**src/sv/sem_pkg.sv**
```systemverilog
// shared types and constants for the sobel edge magnitude block
package sem_pkg;

  localparam int PIX_W  = 8;
  localparam int GRAD_W = 11;
  localparam int SUM_W  = 21;
  localparam int STEP_W = 3;

  localparam logic [1:0] CFG_IMAGE_WIDTH  = 2'd0;
  localparam logic [1:0] CFG_IMAGE_HEIGHT = 2'd1;

  typedef enum logic [2:0] {
    ST_IDLE,
    ST_READ,
    ST_GRAD,
    ST_SQUARE,
    ST_START,
    ST_ROOT,
    ST_DELIVER
  } sem_state_t;

endpackage

```
**src/sv/sem_root.sv**
```systemverilog
// iterative rounded square root, one result bit per cycle
module sem_root
  import sem_pkg::*;
(
  input  logic             clk,
  input  logic             rst,
  input  logic             start,
  input  logic [SUM_W-1:0] sum,
  output logic             done,
  output logic [PIX_W-1:0] root
);

  logic              busy;
  logic [STEP_W-1:0] step;
  logic [SUM_W-1:0]  s;
  logic [PIX_W-1:0]  trial;
  logic [2*PIX_W-1:0] prod;
  logic [2*PIX_W:0]  lhs;

  // trial n is kept when n*n - n + 1 <= s, which is monotonic for n >= 1
  assign trial = root | (PIX_W'(1) << step);
  assign prod  = trial * trial;
  assign lhs   = {1'b0, prod} - (2*PIX_W+1)'(trial) + (2*PIX_W+1)'(1);
  assign done  = busy && (step == '0);

  always_ff @(posedge clk) begin
    if (rst) begin
      busy <= 1'b0;
    end else if (start) begin
      busy <= 1'b1;
    end else if (done) begin
      busy <= 1'b0;
    end
  end

  always_ff @(posedge clk) begin
    if (start) begin
      s    <= sum;
      root <= '0;
      step <= STEP_W'(PIX_W - 1);
    end else if (busy) begin
      if (SUM_W'(lhs) <= s) begin
        root <= trial;
      end
      step <= step - STEP_W'(1);
    end
  end

endmodule

```
**config.mk**
```make
export PLATFORM = sky130hd
export DESIGN_NAME = sem_root
export DESIGN_NICKNAME = d
export VERILOG_FILES = /design/src/sv/sem_pkg.sv /design/src/sv/sem_root.sv
export SDC_FILE = /design/constraint.sdc
export NUM_CORES = 1
export LEC_CHECK = 0
export BUFFER_PORTS_ARGS = -buffer_cell sky130_fd_sc_hd__clkbuf_2
export CAP_MARGIN = 40
export CORE_UTILIZATION = 40
export DETAILED_ROUTE_END_ITERATION = 12
export REMOVE_ABC_BUFFERS = 1
export SETUP_SLACK_MARGIN = 0.1
export SLEW_MARGIN = 40
export SYNTH_ARGS = -nofsm -noshare
export SYNTH_HDL_FRONTEND = slang
export SYNTH_SLANG_ARGS = --single-unit
```
**constraint.sdc**
```tcl
create_clock -name clk -period 7.9 [get_ports clk]
set_input_delay 0.79 -clock clk [delete_from_list [all_inputs] [get_ports clk]]
set_output_delay 0.79 -clock clk [all_outputs]
set_load 0.03 [all_outputs]
```
==> Word level (Yosys, flattened, before mapping) <==
Cells that the tools add are included.
{ "word_totals": {"elab_cells": 17, "output_inout_bits": 9, "regBits": 33} }
{ "op_classes": {"n_mux": 2, "n_shift": 1, "reduce_logical": 4, "n_mul": 1, "n_addsub": 3, "n_lt_le_gt_ge": 1, "bitwise": 1} }
{ "op_table": {"columns": ["op", "n"], "rows": [
  ["<= comparator 17 x 21 -> 1 bit", 1],
  ["adder 17 x 1 -> 17 bit, second input constant", 1],
  ["subtractor 16 x 8 -> 17 bit", 1],
  ["multiplier 8 x 8 -> 16 bit", 1],
  ["bitwise OR 8 bit", 1],
  ["left shift 1 x 3 -> 8 bit, first input constant", 1],
  ["zero test 3 bit", 1],
  ["subtractor 3 x 1 -> 3 bit, second input constant", 1],
  ["2-to-1 mux 1 bit", 2],
  ["AND reduction 2 bit", 1],
  ["nonzero test 2 bit", 1],
  ["logical AND 1 bit", 1]
]} }

==> Logic depth before layout (Yosys ltp) <==
{ "logic_depth": {"ltp_word": 7, "depth_mapped": 26} }

==> Worst setup path after synthesis <==
Ideal clock, no wire load.
{ "synth_path": {"path_type": "reg2reg", "startpoint": "register step[0]", "endpoint": "register root[1]", "path_stages_with_launch": 25, "required_time_ns": 7.764, "synth_period_minus_slack_ns": 6.016, "setup_time_ns": 0.136, "slack_ns": 1.884, "arrival_time_ns": 5.880, "path_cell_list": "dfxtp_1 -> inv_1 -> ha_1 -> a21oi_2 -> inv_2 -> nand2_1 -> inv_1 -> fa_1 -> fa_1 -> fa_1 -> inv_1 -> fa_1 -> inv_1 -> fa_1 -> a21oi_1 -> o22ai_1 -> o31ai_1 -> a221oi_1 -> xor2_1 -> ha_1 -> nand4_2 -> nor4_2 -> a222oi_1 -> a32oi_2 -> o22ai_1"} }
{ "synth_via": {"elab_chain_cells": 7} }
{ "synth_lines": {"columns": ["element", "line_no", "rtl"], "rows": [
  ["from (decl)", "sem_root.sv:14", "logic [STEP_W-1:0] step;"],
  ["from (signal assigned)", "sem_root.sv:40", "step <= STEP_W'(PIX_W - 1);"],
  ["from (signal assigned)", "sem_root.sv:45", "step <= step - STEP_W'(1);"],
  ["left shift 1 x 3 -> 8 bit *", "sem_root.sv:21", "assign trial = root | (PIX_W'(1) << step);"],
  ["bitwise OR 8 bit *", "sem_root.sv:21", null],
  ["named net trial[2]", "sem_root.sv:16", "logic [PIX_W-1:0] trial;"],
  ["multiplier 8 x 8 -> 16 bit", "sem_root.sv:22", "assign prod = trial * trial;"],
  ["subtractor 16 x 8 -> 17 bit *", "sem_root.sv:23", "assign lhs = {1'b0, prod} - (2*PIX_W+1)'(trial) + (2*PIX_W+1)'(1);"],
  ["adder 17 x 1 -> 17 bit *", "sem_root.sv:23", null],
  ["<= comparator 17 x 21 -> 1 bit *", "sem_root.sv:42", "if (SUM_W'(lhs) <= s) begin"],
  ["AND reduction 2 bit (no line) *", null, null],
  ["to (signal assigned)", "sem_root.sv:43", "root <= trial;"],
  ["to (decl)", "sem_root.sv:10", "output logic [PIX_W-1:0] root"]
]} }
The timed path passes the listed nets; every way through them passes the cells marked *.
A chain may end at the register's enable or synchronous reset.

==> Worst setup path in the final report <==
{ "layout_path": {"startpoint": "register step[0]", "endpoint": "register root[2]"} }
{ "layout_via": {"elab_chain_cells": 7} }
{ "layout_lines": {"columns": ["element", "line_no"], "rows": [
  ["left shift 1 x 3 -> 8 bit *", "sem_root.sv:21"],
  ["bitwise OR 8 bit *", "sem_root.sv:21"],
  ["named net trial[2]", "sem_root.sv:16"],
  ["multiplier 8 x 8 -> 16 bit", "sem_root.sv:22"],
  ["subtractor 16 x 8 -> 17 bit", "sem_root.sv:23"],
  ["adder 17 x 1 -> 17 bit", "sem_root.sv:23"],
  ["<= comparator 17 x 21 -> 1 bit", "sem_root.sv:42"],
  ["AND reduction 2 bit (no line)", null]
]} }
Marks and branches as above.

==> results.json <==
{
  "status": "finished clean",
  "ctsResizeCount": 0,
  "max_slew_margin_pct": 48.8,
  "worstPathMaxFanout": 8,
  "syn_area_mm2": 0.00364,
  "clock_path_buffers": 2,
  "place_congestion": 0.882,
  "seq_power_share_pct": 21.4,
  "stdcell_count": 545,
  "clkTransAtPathRegs_ps": 70,
  "tightestPinTransition_ps": 768,
  "synth_edf_count": 21,
  "synth_fa_ha_area_share_pct": 38.6,
  "p_sw_uw": 445,
  "io_buffer_count": 32,
  "worstHoldPathType": "register to register",
  "synth-simple-area-share_pct": 11.5,
  "die_width_um": 97.4,
  "die-area_mm2": 0.00948,
  "routedWlPerCell_um": 13.3,
  "wl_um": 7280,
  "synthCells": 401,
  "cts_inserted_buffers": 5,
  "grt_first_pass_wirelength_um": 12100,
  "dp_slack_ps": 1170,
  "cts_tree": "built",
  "pwr-share-comb_pct": 65.2,
  "cap_violations": 0,
  "ios": 33,
  "synth_top_family_by_area": "adder cells",
  "grt_overflow_total": 0,
  "endpoint_kind": "register",
  "setup_tns_ps": 0,
  "ys_warn_count": 0,
  "n_fill_cell": 867,
  "nNetsFinal": 552,
  "cts_hold_buffers": 0,
  "skew_ps": 8.75,
  "grt_antenna_before_repair": 0,
  "fmax_ghz": 0.147,
  "ys_seq_area_share_pct": 23.9,
  "vias_per_cell": 5.06,
  "ys.flop_type": "edfxtp_1",
  "fp.dieH_um": 97.4,
  "dr.first_iter.drc_count": 115,
  "start_util_pct": 41.5,
  "rsz0062_at_grt": "false",
  "n_antenna_cell": 0,
  "postCtsSetupBuffers": 0,
  "grt_pass1_vias": 2668,
  "worstPathArrival_ps": 6930,
  "drtAntennaViolNets": 0,
  "grt_max_degree": 35,
  "sw_frac_of_total_pct": 46.3,
  "dp_hpwl_um": 6150,
  "num_rows": 34,
  "crit_type": "register to register",
  "yosysUniqueCellTypes": 46,
  "leakagePower_nw": 2.16,
  "grt_use_total_pct": 15.8,
  "fin_ws_ps": 1110,
  "powerDensity_mw_per_mm2": 241,
  "placed_cells": 537,
  "syn_to_final_growth_pct": 9.80,
  "start_kind": "register",
  "drive_above_1_share_pct": 12.4,
  "synth_compound_area_share_pct": 10.8,
  "slew_viol_final": 0,
  "ys_async_sr_fraction_pct": 0,
  "cts-root-buf": "clkbuf_8",
  "hold_viol": 0,
  "ys_ff_latch": 33,
  "route.detailed.drc": 0,
  "core-area_mm2": 0.00876,
  "irDropWorstVdd_mv": 0.196,
  "drtPass1Iterations": 4,
  "post-route-period-util_pct": 86.0,
  "vias": 2759,
  "p_int_uw": 517,
  "pwr-share-clk_pct": 13.4,
  "cts_sinks": 33,
  "synth_xor_area_share_pct": 3.13,
  "avgSynthCellArea_um2": 9.08,
  "clk-insertion-delay-late_ps": 290,
  "synthMuxAreaShare_pct": 0,
  "finalSetupViolations": 0,
  "min_period_ps": 6790,
  "htreeDepth": 2,
  "critical_path_required_ps": 8040
}
==> power by group through the flow <==
| stage | clock network (mW) | registers [mW] | logic [mW] |
|---|---|---|---|
| CTS | 0.131 | 0.206 | 0.629 |
| global placement | 0 | 0.210 | 0.613 |
| finish | 0.129 | 0.206 | 0.627 |
| detailed placement | 0 | 0.210 | 0.626 |
| floorplan | 0 | 0.219 | 0.478 |
| global route | 0.138 | 0.209 | 0.701 |
==> per-layer routing <==
metal  vias to the layer above  GRT usage (%)  wire [µm]
met4                         0           4.41         76
met3                         6           1.65        286
met5                         -              0          0
met1                      1335           21.2       3290
met2                        62           27.0       3620
li1                       1356              -          -
==> critical path, cell delays in order (launching register included) <==
cell	delay [ps]
dfxtp_1	390
inv_1	100
ha_1	240
a21oi_2	370
inv_2	130
nand2_1	120
inv_1	60
fa_1	450
fa_1	480
fa_1	490
inv_1	50
fa_1	530
inv_1	60
fa_1	450
a21oi_1	210
o22ai_1	140
o31ai_1	400
a221oi_1	180
xor2_1	180
ha_1	330
nand4_2	130
nor4_2	340
a222oi_1	170
a32oi_2	500
o22ai_1	130
==> kinds of logic (layout without fill, tap and decap cells) <==
logic type               after synthesis  count (layout)
AND/OR/NAND/NOR                       88              88
AO/OA/AOI/OAI                         61              61
XOR/XNOR                              13              13
other                                  2               2
flip-flops                            33              33
buffers and inverters                112             148
adder cells (fa/ha/maj)               92              92
==> final timing paths <==
check                          to  cells past startpoint                  from  slack (ps)
max          root[2]$_SDFFE_PP0P_                     24  step[0]$_SDFFE_PP1P_        1110
min          root[3]$_SDFFE_PP0P_                      2  root[3]$_SDFFE_PP0P_         500
max reg2reg  root[2]$_SDFFE_PP0P_                     24  step[0]$_SDFFE_PP1P_        1110
min reg2reg  root[3]$_SDFFE_PP0P_                      2  root[3]$_SDFFE_PP0P_         500
==> cell type report <==
type                    count  area [µm²]  area share, %
flip-flops and latches     33         871           21.8
clock buffers               5        68.8           1.72
repair buffers             32         160           4.01
multi-input cells         256        2340           58.5
clock inverters             3        17.5          0.438
inverters                 108         405           10.1
well taps                 108         135           3.38
==> per-stage QoR <==
stage / instance area, µm² / util [%] / power, mW / hold WS [ps]
after floorplan: 3610 / - / 0.698 / 501
after global placement: 3910 / 44.6 / 0.823 / 479
after detailed placement: 3910 / 44.6 / 0.836 / 491
after CTS: 4000 / 45.6 / 0.966 / 501
after global routing: 4000 / 45.6 / 1.05 / 525
final: 4000 / 45.6 / 0.961 / 500
==> cell usage after synthesis, types with 4 or more instances <==
| cell type | n | area, µm² |
|---|---|---|
| xnor2_1 | 7 | 61.3 |
| nand3_1 | 5 | 25.0 |
| fa_1 | 34 | 681 |
| inv_2 | 4 | 15.0 |
| nor2_1 | 23 | 86.3 |
| o21ai_0 | 8 | 40.0 |
| a21oi_1 | 20 | 100 |
| o22ai_1 | 9 | 56.3 |
| xor2_1 | 6 | 52.6 |
| nand2_1 | 37 | 139 |
| ha_1 | 58 | 726 |
| edfxtp_1 | 21 | 631 |
| inv_1 | 104 | 390 |
| dfxtp_1 | 12 | 240 |
==> flip-flops by register name, summed over array words and instances, names as in the netlist <==
name and count:
s 21, step 3, busy 1, root 8
==> layout by cell type (no fill, tap or decap), drive strengths merged, types with 7 or more instances in the layout <==
cell type,Yosys,layout
a21oi,23,23
xnor2,7,7
o21ai,10,10
o22ai,9,9
fa,34,34
edfxtp,21,21
dfxtp,12,12
ha,58,58
nand2,38,38
clkbuf,4,37
inv,108,108
nor2,23,23
Note: power is estimated with default switching activity, not from simulation.
